**src/sv/huffman_table_encoder_macros.svh**
```systemverilog
// ----------------------------------------------------------------------------
// huffman table encoder assertion macros
// shared property forms, clocked on clk and disabled while rst_n is low
// ----------------------------------------------------------------------------
`ifndef HUFFMAN_TABLE_ENCODER_MACROS_SVH
`define HUFFMAN_TABLE_ENCODER_MACROS_SVH

// consequent must hold in the same cycle as the antecedent
`define HTE_ASSERT_SAME(label, ante, cons) \
    label: assert property (@(posedge clk) disable iff (!rst_n) (ante) |-> (cons)) \
        else $error("huffman table encoder: same-cycle check failed");

// consequent must hold in the cycle after the antecedent
`define HTE_ASSERT_NEXT(label, ante, cons) \
    label: assert property (@(posedge clk) disable iff (!rst_n) (ante) |=> (cons)) \
        else $error("huffman table encoder: next-cycle check failed");

`endif

```
**src/sv/hte_pkg.sv**
```systemverilog
// ----------------------------------------------------------------------------
// hte_pkg
// types and constants shared by the huffman table encoder files
// ----------------------------------------------------------------------------
package hte_pkg;

    // table geometry
    localparam int TABLE_DEPTH   = 256;
    localparam int ADDR_W        = (TABLE_DEPTH > 1) ? $clog2(TABLE_DEPTH) : 1;
    localparam int MAX_CODE_BITS = 16;
    localparam int WORD_BITS     = 16;
    localparam int LEN_CAP       = (MAX_CODE_BITS < WORD_BITS) ? MAX_CODE_BITS : WORD_BITS;
    localparam int LEN_W         = 5;
    localparam int ENTRY_W       = WORD_BITS + LEN_W;

    // bit packer geometry
    localparam int BYTE_BITS = 8;
    localparam int PEND_BITS = 7;
    localparam int CNT_W     = 3;
    localparam int ACC_W     = PEND_BITS + WORD_BITS;

    // command codes
    typedef enum logic [1:0] {
        CMD_LOAD   = 2'd0,
        CMD_ENCODE = 2'd1,
        CMD_FLUSH  = 2'd2
    } cmd_t;

    // request from the lookup stage to the packer
    typedef struct packed {
        cmd_t                   cmd;
        logic [LEN_W-1:0]       clen;
        logic [WORD_BITS-1:0]   code;
    } pack_req_t;

    // bytes produced by one request
    typedef struct packed {
        logic [1:0]             count;
        logic [BYTE_BITS-1:0]   byte0;
        logic [BYTE_BITS-1:0]   byte1;
    } pack_res_t;

endpackage

```
**src/sv/hte_packer.sv**
```systemverilog
// ----------------------------------------------------------------------------
// hte_packer
// bit accumulator: appends a code msb first, splits off whole bytes, flushes
// ----------------------------------------------------------------------------
module hte_packer (
    input  logic                clk,
    input  logic                rst_n,
    input  logic                fire,
    input  hte_pkg::pack_req_t  req,
    output hte_pkg::pack_res_t  res
);

    logic [hte_pkg::PEND_BITS-1:0] pend_bits_reg, pend_bits_next;
    logic [hte_pkg::CNT_W-1:0]     pend_cnt_reg, pend_cnt_next;

    logic [hte_pkg::WORD_BITS:0]   code_mask_w;
    logic [hte_pkg::WORD_BITS-1:0] code;
    logic [hte_pkg::ACC_W-1:0]     acc;
    logic [hte_pkg::LEN_W-1:0]     total;
    logic [hte_pkg::CNT_W-1:0]     rem;
    logic [3:0]                    flush_shift;

    // append the masked code below the pending bits
    always_comb
    begin
        code_mask_w = ((hte_pkg::WORD_BITS+1)'(1) << req.clen) - (hte_pkg::WORD_BITS+1)'(1);
        code        = req.code & code_mask_w[hte_pkg::WORD_BITS-1:0];
        acc         = (hte_pkg::ACC_W'(pend_bits_reg) << req.clen) | hte_pkg::ACC_W'(code);
        total       = hte_pkg::LEN_W'(pend_cnt_reg) + req.clen;
        rem         = total[hte_pkg::CNT_W-1:0];
        flush_shift = 4'(hte_pkg::BYTE_BITS) - {1'b0, pend_cnt_reg};
    end

    // byte split and next accumulator state
    always_comb
    begin
        res            = '0;
        pend_bits_next = pend_bits_reg;
        pend_cnt_next  = pend_cnt_reg;
        case (req.cmd)
            hte_pkg::CMD_ENCODE:
            begin
                res.count      = total[4] ? 2'd2 : (total[3] ? 2'd1 : 2'd0);
                res.byte0      = 8'(acc >> (total - 5'(hte_pkg::BYTE_BITS)));
                res.byte1      = 8'(acc >> (total - 5'(2 * hte_pkg::BYTE_BITS)));
                pend_bits_next = acc[hte_pkg::PEND_BITS-1:0]
                               & ~({hte_pkg::PEND_BITS{1'b1}} << rem);
                pend_cnt_next  = rem;
            end
            hte_pkg::CMD_FLUSH:
            begin
                if (pend_cnt_reg != '0)
                begin
                    res.count = 2'd1;
                    res.byte0 = 8'({1'b0, pend_bits_reg} << flush_shift);
                end
                pend_bits_next = '0;
                pend_cnt_next  = '0;
            end
            default:
            begin
                res = '0;
            end
        endcase
    end

    // accumulator registers
    always_ff @(posedge clk or negedge rst_n)
    begin
        if (!rst_n)
        begin
            pend_bits_reg <= '0;
            pend_cnt_reg  <= '0;
        end
        else if (fire)
        begin
            pend_bits_reg <= pend_bits_next;
            pend_cnt_reg  <= pend_cnt_next;
        end
    end

endmodule

```
**config.mk**
```make
export PLATFORM = sky130hd
export DESIGN_NAME = hte_packer
export DESIGN_NICKNAME = d
export VERILOG_FILES = /design/src/sv/huffman_table_encoder_macros.svh /design/src/sv/hte_pkg.sv /design/src/sv/hte_packer.sv
export SDC_FILE = /design/constraint.sdc
export NUM_CORES = 1
export LEC_CHECK = 0
export ABC_AREA = 0
export BUFFER_PORTS_ARGS = -buffer_cell sky130_fd_sc_hd__buf_2
export CORE_MARGIN = 2
export CORE_UTILIZATION = 58
export CTS_BUF_LIST = sky130_fd_sc_hd__clkbuf_8
export CTS_CLUSTER_DIAMETER = 80
export DETAILED_ROUTE_END_ITERATION = 8
export HOLD_SLACK_MARGIN = 0.12
export PLACE_DENSITY = 0.8
export SYNTH_ARGS = -nofsm -noshare
export SYNTH_HDL_FRONTEND = slang
export SYNTH_SLANG_ARGS = --single-unit
```
**constraint.sdc**
```tcl
create_clock -name clk -period 4.2 [get_ports clk]
set_clock_uncertainty 0.1 [all_clocks]
set_input_delay 0.42 -clock clk [delete_from_list [all_inputs] [get_ports clk]]
set_output_delay 0.42 -clock clk [all_outputs]
set_load 0.02 [all_outputs]
```
# == Yosys cells after proc, flatten, opt, wreduce, memory -nomap -nowiden ==
# Index checks and enable logic that the tools add are counted.
# op_classes
n_addsub,5
multipliers,0
div,0
order_cmp,0
eq_ne,2
shift,6
muxes,7
n_bitwise,4
reduce_logical,3
# op_table
operator,count
>> shifter 23 x 5 -> 8 bit,2
bitwise OR 23 x 16 -> 23 bit,1
<< shifter 7 x 5 -> 23 bit,1
one-hot mux 10 bit (2 select lines),1
bitwise AND 16 bit,1
<< shifter 1 x 5 -> 16 bit (first input constant),1
subtractor 16 x 2 -> 16 bit (second input constant),1
one-hot mux 7 bit (2 select lines),1
two-way mux 9 bit,1
two-way mux 8 bit,1
<< shifter 7 x 4 -> 8 bit,1
bitwise AND 7 bit,1
inverter 7 bit,1
<< shifter 7 x 3 -> 7 bit (first input constant),1
one-hot mux 3 bit (2 select lines),1
adder 3 x 5 -> 5 bit,1
subtractor 5 x 4 -> 5 bit (second input constant),1
subtractor 5 bit (second input constant),1
subtractor 4 x 3 -> 4 bit (first input constant),1
nonzero test 3 bit,1
equality test 2 x 1 -> 1 bit (second input constant),1
equality test 2 bit (second input constant),1
two-way mux 2 bit,1
AND reduction 2 bit,1
other kinds (2),2
# totals
ff_bits,10
latchBits,0
ramBits,0
rom_bits,0
input_bits,26
output_inout_bits,18
mem_count,0

# == Longest topological paths before layout ==
# Gate-level depths: netlist of run 1.
# logic_depth
depth_word,6
ltp_mapped,15

# == Worst setup path before layout of run 1 ==
# Ideal clock, no wire load.
# synth_timing
path_type,in2out
from,in req[18] in the netlist's numbering
to,out res[11] in the netlist's numbering
t_arrival_ns,3.539
required_time_ns,3.680
path_slack_ns,0.141
cell_stages,12
path_cell_list,ha_1 -> a21oi_1 -> xnor2_1 -> clkinv_1 -> clkbuf_1 -> ha_1 -> clkbuf_1 -> nor2_1 -> a21oi_1 -> o21ai_1 -> nand2_1 -> a311oi_1
# synth_rtl
element,line,source
start: declaration,hte_packer.sv:9,"input hte_pkg::pack_req_t req,"
end: declaration,hte_packer.sv:10,output hte_pkg::pack_res_t res

==> results by group, run 1 <==
Run status
  • Status: complete, no violations

GRT
  • Remaining global-route overflow: 0
  • First-pass GRT wire length: 20900 um
  • GRT Total Usage: 0.413
  • Vias in the first global route: 3852
  • Initial antenna violation count: 0
  • Largest net degree at the start of global routing: 35

Critical path
  • CP required: 3.68 ns
  • Reg-to-reg startpoint: pend_cnt_reg[0]$_DFFE_PN0P_
  • CP endpoint: res[0]
  • Critical Path AT: 3.65 ns
  • Internal reg-to-reg setup slack: 1.63 ns
  • CP top delay family: compound AO/OA/AOI/OAI gates
  • Max incr delay on CP: 0.47 ns
  • Critical Path Stages: 14
  • Most used cell along the critical path: buf_4
  • Crit path launch: req[16]
  • Buf/Inv on CP: 5
  • Critical Path Sink Type: primary output
  • FF-to-FF path depth: 6
  • Setup CP Type: input port to primary output
  • Critical R2R Capture: pend_bits_reg[6]$_DFFE_PN0P_
  • CP max-delay cell: a2111oi_1
  • Critical Path Fanout Max: 18
  • Setup crit start kind: input port
  • Cells along the critical path: buf_2 > buf_4 > nand3_1 > ha_1 > nor2b_1 > o21bai_1 > a2111oi_1 > buf_4 > o311ai_0 > a222oi_1 > buf_4 > a21oi_1 > a221oi_2 > buf_2

Logic synthesis
  • Avg Cell Area, Syn: 7.48 sq um
  • Post-synth EDFFs: 0
  • #FFs+latches synth: 10
  • Post-Synthesis Cells: 471
  • Yosys top cell area share: 0.0767
  • Synth unique cells: 83
  • Synth area leader: mux4_2
  • Most frequent cells after synthesis: 41 x nor2_1, 40 x nand2_1, 27 x clkbuf_1
  • Synth Warn #: 0
  • Syn_nets: 507
  • Seq/Total Area, Yosys: 0.0710
  • Top_reg_cell synth: dfrtp_1
  • Count leader, synth: nor2_1
  • Synth area leaders: mux4_2 7.7%, dfrtp_1 7.1%, mux2i_1 4.5%, nor2_1 4.4%, nand2_1 4.3%
  • Mapped cell area: 3520 sq um
  • Asr flop ratio synth: 1.00

Timing
  • Final hold violation count: 0
  • Post-route clock period utilization: 0.993
  • RSZ-0062 raised after global routing: no
  • Setup TNS Final: 0 ns
  • Count of final setup violators: 0
  • Slew Limit Headroom: 0.563
  • Worst Tran Pin Value: 0.656 ns
  • Max Freq: 240 MHz
  • Minimum clock period: 4.17 ns
  • Max-slew violation count: 0
  • Hold slack: 0.463 ns

Detailed routing
  • Vias per cell: 7.62
  • WL/cell: 24.1 um
  • Total iterations of the first detailed-routing run: 7
  • DRT Wirelength: 13700 um
  • Final ANT Viol Nets: 0
  • Via Count: 4353
  • DRC: 0
  • Drt initial violations: 602

Clocking
  • CTS sink cnt: 10
  • Bufs on Longest Clock Path: 2
  • Clk Tree Root Cell: clkbuf_8
  • CTS tree: yes
  • Skew-Pair Late Insertion Delay: 0.24 ns
  • H-Tree Depth: 1
  • Clock buffer count from CTS: 3
  • Clock slew at reported path FFs: 0.04 ns

Floorplanning
  • Die area: 6710 sq um
  • Width of the die: 81.9 um
  • Row count: 28
  • Die H: 81.9 um
  • I/O Pins: 44
  • Starting Density: 0.598
  • Core ar.: 5890 sq um

Finish
  • Layout cell share with drive strength beyond 1: 0.224
  • Area grow syn2layout: 10.4%
  • Inserted Diodes: 0
  • Max FFs per register: 7
  • Final net count: 534

Pwr
  • Leak: 0.00158 uW
  • Worst VDD drop: 0.657 mV
  • Power per Cell Area: 666 nW/um^2

Place
  • IO buf count: 43
  • GP Congestion: 1.07
  • Final HPWL DP: 10500 um

Flow run
  • Max-cap violations: 0

Min path
  • Hold Path Class: input port to async pin
routing by layer:
| layer | vias up | track usage | share of wire |
|---|---|---|---|
| met4 | 0 | 0.157 | 0.039 |
| li1 | 1931 | - | - |
| met1 | 2025 | 0.572 | 0.41 |
| met5 | - | 0 | 0 |
| met2 | 341 | 0.636 | 0.43 |
| met3 | 56 | 0.0791 | 0.12 |
report_power, final:
part	leakage [uW]	total, uW	internal, uW	switching [uW]
combinational	0.00142	2260	873	1380
clock	0.0000216	98.8	62.6	36.2
sequential	0.000131	236	128	108
total	0.00158	2590	1060	1530
layout by cell type (no fill, tap or decap), types with 8 or more instances in the layout:
cell,instances
buf_2,43
nor2_1,41
nand2_1,40
a21oi_1,25
buf_4,23
nand3_1,18
inv_1,17
mux2i_1,16
a211oi_1,15
mux4_2,12
nor3_1,11
o211ai_1,11
and3_1,10
mux2_2,10
a211o_1,10
o31ai_1,10
dfrtp_1,10
ha_1,9
a221oi_1,8
worst min path at each step:
| stage | from | endpoint | slack, ns | cells past startpoint |
|---|---|---|---|---|
| 6_report | rst_n | pend_bits_reg[2]$_DFFE_PN0P_ | 0.46 | 2 |
| 5_1_grt | rst_n | pend_bits_reg[2]$_DFFE_PN0P_ | 0.48 | 2 |
| 4_1_cts | rst_n | pend_bits_reg[2]$_DFFE_PN0P_ | 0.47 | 2 |
| 3_5_place_dp | rst_n | pend_bits_reg[2]$_DFFE_PN0P_ | 0.18 | 1 |
| 3_3_place_gp | rst_n | pend_bits_reg[2]$_DFFE_PN0P_ | 0.18 | 1 |
| 2_1_floorplan | rst_n | pend_bits_reg[0]$_DFFE_PN0P_ | 0.02 | 0 |
final cells by class:
cell class | count | area [sq um]
Timing Repair Buffer | 69 | 438
Clock buffer | 3 | 41.3
Fill cell | 519 | 2000
Tap cell | 75 | 93.8
Inverter | 18 | 67.6
Multi-Input combinational cell | 396 | 3000
Sequential cell | 10 | 250
what timing repair did:
item	CTS	global route
setup endpoints to repair	0	5
hold buffers	1	0
endpoints found under the hold margin	10	0
buffers inserted	0	0
resized for setup	0	3
kinds of logic (layout without fill, tap and decap cells):
group,count (synthesis),count (layout),synth area share
AOI/OAI and AO/OA,171,171,0.378
xor gates and xnor gates,5,5,0.0124
adders and majority gates,10,10,0.0377
buffers and inverters,65,90,0.0877
DFF,10,10,0.0710
muxes,41,41,0.166
and+or+nand+nor,169,169,0.247
through the flow:
| step | power [uW] | area (sq um) | std cells | util | setup slack [ns] |
|---|---|---|---|---|---|
| 2_1_floorplan | 1750 | 3520 | 471 | - | 0.141 |
| 3_3_place_gp | 2330 | 3820 | 567 | 0.649 | 0.179 |
| 3_5_place_dp | 2350 | 3820 | 567 | 0.649 | 0.149 |
| 4_1_cts | 2470 | 3870 | 571 | 0.657 | 0.128 |
| 5_1_grt | 2730 | 3890 | 571 | 0.661 | 0.0204 |
| 6_report | 2590 | 3890 | 571 | 0.661 | 0.0275 |
Power figures use the tool's default switching activity.
==> run 2: changes to the inputs <==
Settings changed: ABC_AREA 0 to 1, PLACE_DENSITY 0.8 to 0.81.
==> results by group, run 2 <==
Timing
  • Max-slew violation count: 0 (unchanged)
  • Minimum clock period: 3.78 ns (-0.390 ns)
  • Hold slack: 0.488 ns (+0.0244 ns)
  • Final hold violation count: 0 (unchanged)
  • Count of final setup violators: 0 (unchanged)
  • Max Freq: 264 MHz (+10%)
  • Post-route clock period utilization: 0.901 (-0.0928)
  • Setup TNS Final: 0 ns (unchanged)
  • Slew Limit Headroom: 0.498 (-0.0653)
  • Worst Tran Pin Value: 0.749 ns (+0.0933 ns)
  • RSZ-0062 raised after global routing: no

Critical path
  • CP max-delay cell: clkinv_1
  • FF-to-FF path depth: 8 (+2)
  • Critical Path AT: 3.26 ns (-0.39 ns)
  • Reg-to-reg startpoint: pend_cnt_reg[0]$_DFFE_PN0P_
  • Cells along the critical path: ha_1 > fa_1 > clkinv_1 > nand3_1 > nand2_1 > o21ai_1 > a21oi_1 > nand2_1 > a21oi_1 > buf_2
  • Setup crit start kind: register
  • Critical Path Fanout Max: 25 (+7)
  • Critical Path Sink Type: primary output
  • Critical R2R Capture: pend_bits_reg[4]$_DFFE_PN0P_
  • Max incr delay on CP: 0.60 ns (+0.13 ns)
  • Buf/Inv on CP: 2 (-3)
  • Setup CP Type: register to primary output
  • CP required: 3.68 ns (about the same)
  • CP top delay family: adder cells
  • Internal reg-to-reg setup slack: 1.47 ns (-0.16 ns)

Finish
  • Most frequent cells in the layout: 183 x nand3_1, 147 x nand2_1, 45 x inv_1
  • Max FFs per register: 7 (unchanged)
  • Final Util: 0.656 (-0.00482)
  • Area grow syn2layout: 8.24%
  • Inserted Diodes: 0 (unchanged)
  • Final net count: 611 (+14%)
  • Commonest non-fill, non-tap cell in the layout: nand3_1
  • Layout cell share with drive strength beyond 1: 0.115 (-0.109)

Clocking
  • Clock slew at reported path FFs: 0.04 ns (about the same)
  • Post-CTS Setup Bufs: 0 (unchanged)
  • Cts hold-fix bufs: 1 (unchanged)
  • Bufs on Longest Clock Path: 2 (unchanged)
  • CTS sink cnt: 10 (unchanged)
  • CTS tree: yes
  • Clock buffer count from CTS: 3 (unchanged)
  • Skew-Pair Late Insertion Delay: 0.23 ns (about the same)
  • H-Tree Depth: 1 (unchanged)
  • Clk Tree Root Cell: clkbuf_8
  • CTS resizes: 0 (unchanged)

Detailed routing
  • Final ANT Viol Nets: 0 (unchanged)
  • Total iterations of the first detailed-routing run: 7 (unchanged)
  • DRT Wirelength: 10700 um (-22%)
  • Vias per cell: 6.51 (-15%)
  • Via Count: 4169 (-4.2%)
  • WL/cell: 16.7 um (-31%)
  • Drt initial violations: 807 (+34%)
  • DRC: 0 (unchanged)

Pwr
  • Leak: 0.00161 uW (+2.2%)
  • Worst VDD drop: 0.482 mV (-27%)
  • NetSw: 1390 uW (-9.1%)
  • Reg power frac: 0.088 (-0.003)
  • Part of the power in combinational logic: 0.867 (-0.004)
  • Switching share of power: 0.647 (+0.0577)
  • Int Power: 757 uW (-29%)
  • Total power: 2140 uW (-17%)
  • Power per Cell Area: 683 nW/um^2 (+2.6%)
  • Clk network pwr share: 0.045 (+0.007)

Logic synthesis
  • Post-synth EDFFs: 0 (unchanged)
  • Avg Cell Area, Syn: 5.27 sq um (-30%)
  • Syn_nets: 586 (+16%)
  • Seq/Total Area, Yosys: 0.0863 (+0.0153)
  • Post-Synthesis Cells: 550 (+17%)
  • #FFs+latches synth: 10 (unchanged)
  • Mapped cell area: 2900 sq um (-18%)
  • Most frequent cells after synthesis: 183 x nand3_1, 147 x nand2_1, 45 x inv_1
  • Top_reg_cell synth: dfrtp_1
  • Synth area leaders: nand3_1 32%, nand2_1 19%, dfrtp_1 8.6%, inv_1 5.8%, ha_1 3.9%
  • Yosys top cell area share: 0.316 (+0.239)
  • Synth area leader: nand3_1
  • Count leader, synth: nand3_1
  • Asr flop ratio synth: 1.00 (unchanged)
  • Synth Warn #: 0 (unchanged)
  • Synth unique cells: 41 (-51%)

Floorplanning
  • Row count: 25 (-11%)
  • Width of the die: 74.7 um (-8.8%)
  • Die H: 74.7 um (-8.8%)
  • Die area: 5580 sq um (-17%)
  • Core ar.: 4790 sq um (-19%)
  • I/O Pins: 44 (unchanged)
  • Starting Density: 0.606 (+0.00732)

GRT
  • Remaining global-route overflow: 0 (unchanged)
  • Initial antenna violation count: 0 (unchanged)
  • GRT Total Usage: 0.404 (-0.00963)
  • Vias in the first global route: 3553 (-7.8%)
  • First-pass GRT wire length: 17100 um (-18%)
  • Largest net degree at the start of global routing: 27 (-23%)

Flow run
  • Max-cap violations: 0 (unchanged)

Min path
  • Hold Path Class: input port to async pin

Place
  • GP Congestion: 0.999 (-6.5%)
  • Final HPWL DP: 8330 um (-20%)
  • IO buf count: 43 (unchanged)

Run status
  • Status: complete, no violations
run 2: per-stage QoR:
step | area (sq um) | worst slack, ns | std cells
global route | 3140 | 0.137 | 640
finish | 3140 | 0.417 | 640
floorplan | 2900 | 0.860 | 550
detailed placement | 3090 | 0.508 | 636
global placement | 3090 | 0.564 | 636
CTS | 3140 | 0.506 | 640
run 2: layout make-up:
cell class | instances | area [sq um]
repair buffers | 49 | 263
inverters | 53 | 199
fillers | 489 | 1650
multi-input cells | 458 | 2300
well taps | 67 | 83.8
flip-flops and latches | 10 | 250
clock buffers | 3 | 41.3
run 2: how the worst max path moves through the flow:
stage | from | end | cells after the start
finish | pend_cnt_reg[0]$_DFFE_PN0P_ | res[15] | 10
detailed placement | req[18] | res[15] | 13
floorplan | req[18] | res[15] | 12
global route | req[18] | res[13] | 13
CTS | req[18] | res[15] | 13
global placement | req[18] | res[15] | 13
run 2: power groups by stage:
stage / clock, uW / sequential (uW) / combinational, uW
floorplan: 0 / 161 / 1370
global placement: 0 / 186 / 1760
detailed placement: 0 / 186 / 1780
CTS: 97.1 / 186 / 1790
global route: 100 / 194 / 2030
finish: 96.9 / 188 / 1860
run 2: cells by family after synthesis:
| group | after synthesis | synth area share |
|---|---|---|
| flip-flops | 10 | 0.0863 |
| buffers and inverters | 82 | 0.120 |
| multiplexers | 1 | 0.00345 |
| XOR/XNOR | 3 | 0.0155 |
| adder cells (fa/ha/maj) | 10 | 0.0457 |
| AND/OR/NAND/NOR | 383 | 0.600 |
| AO/OA/AOI/OAI | 61 | 0.129 |
run 2: per-layer routing:
| layer | global-route usage | part of all wire | vias to the layer above |
|---|---|---|---|
| li1 | - | - | 1945 |
| met2 | 0.652 | 0.45 | 320 |
| met1 | 0.560 | 0.41 | 1857 |
| met4 | 0.125 | 0.033 | 0 |
| met3 | 0.0562 | 0.11 | 47 |
| met5 | 0 | 0 | - |
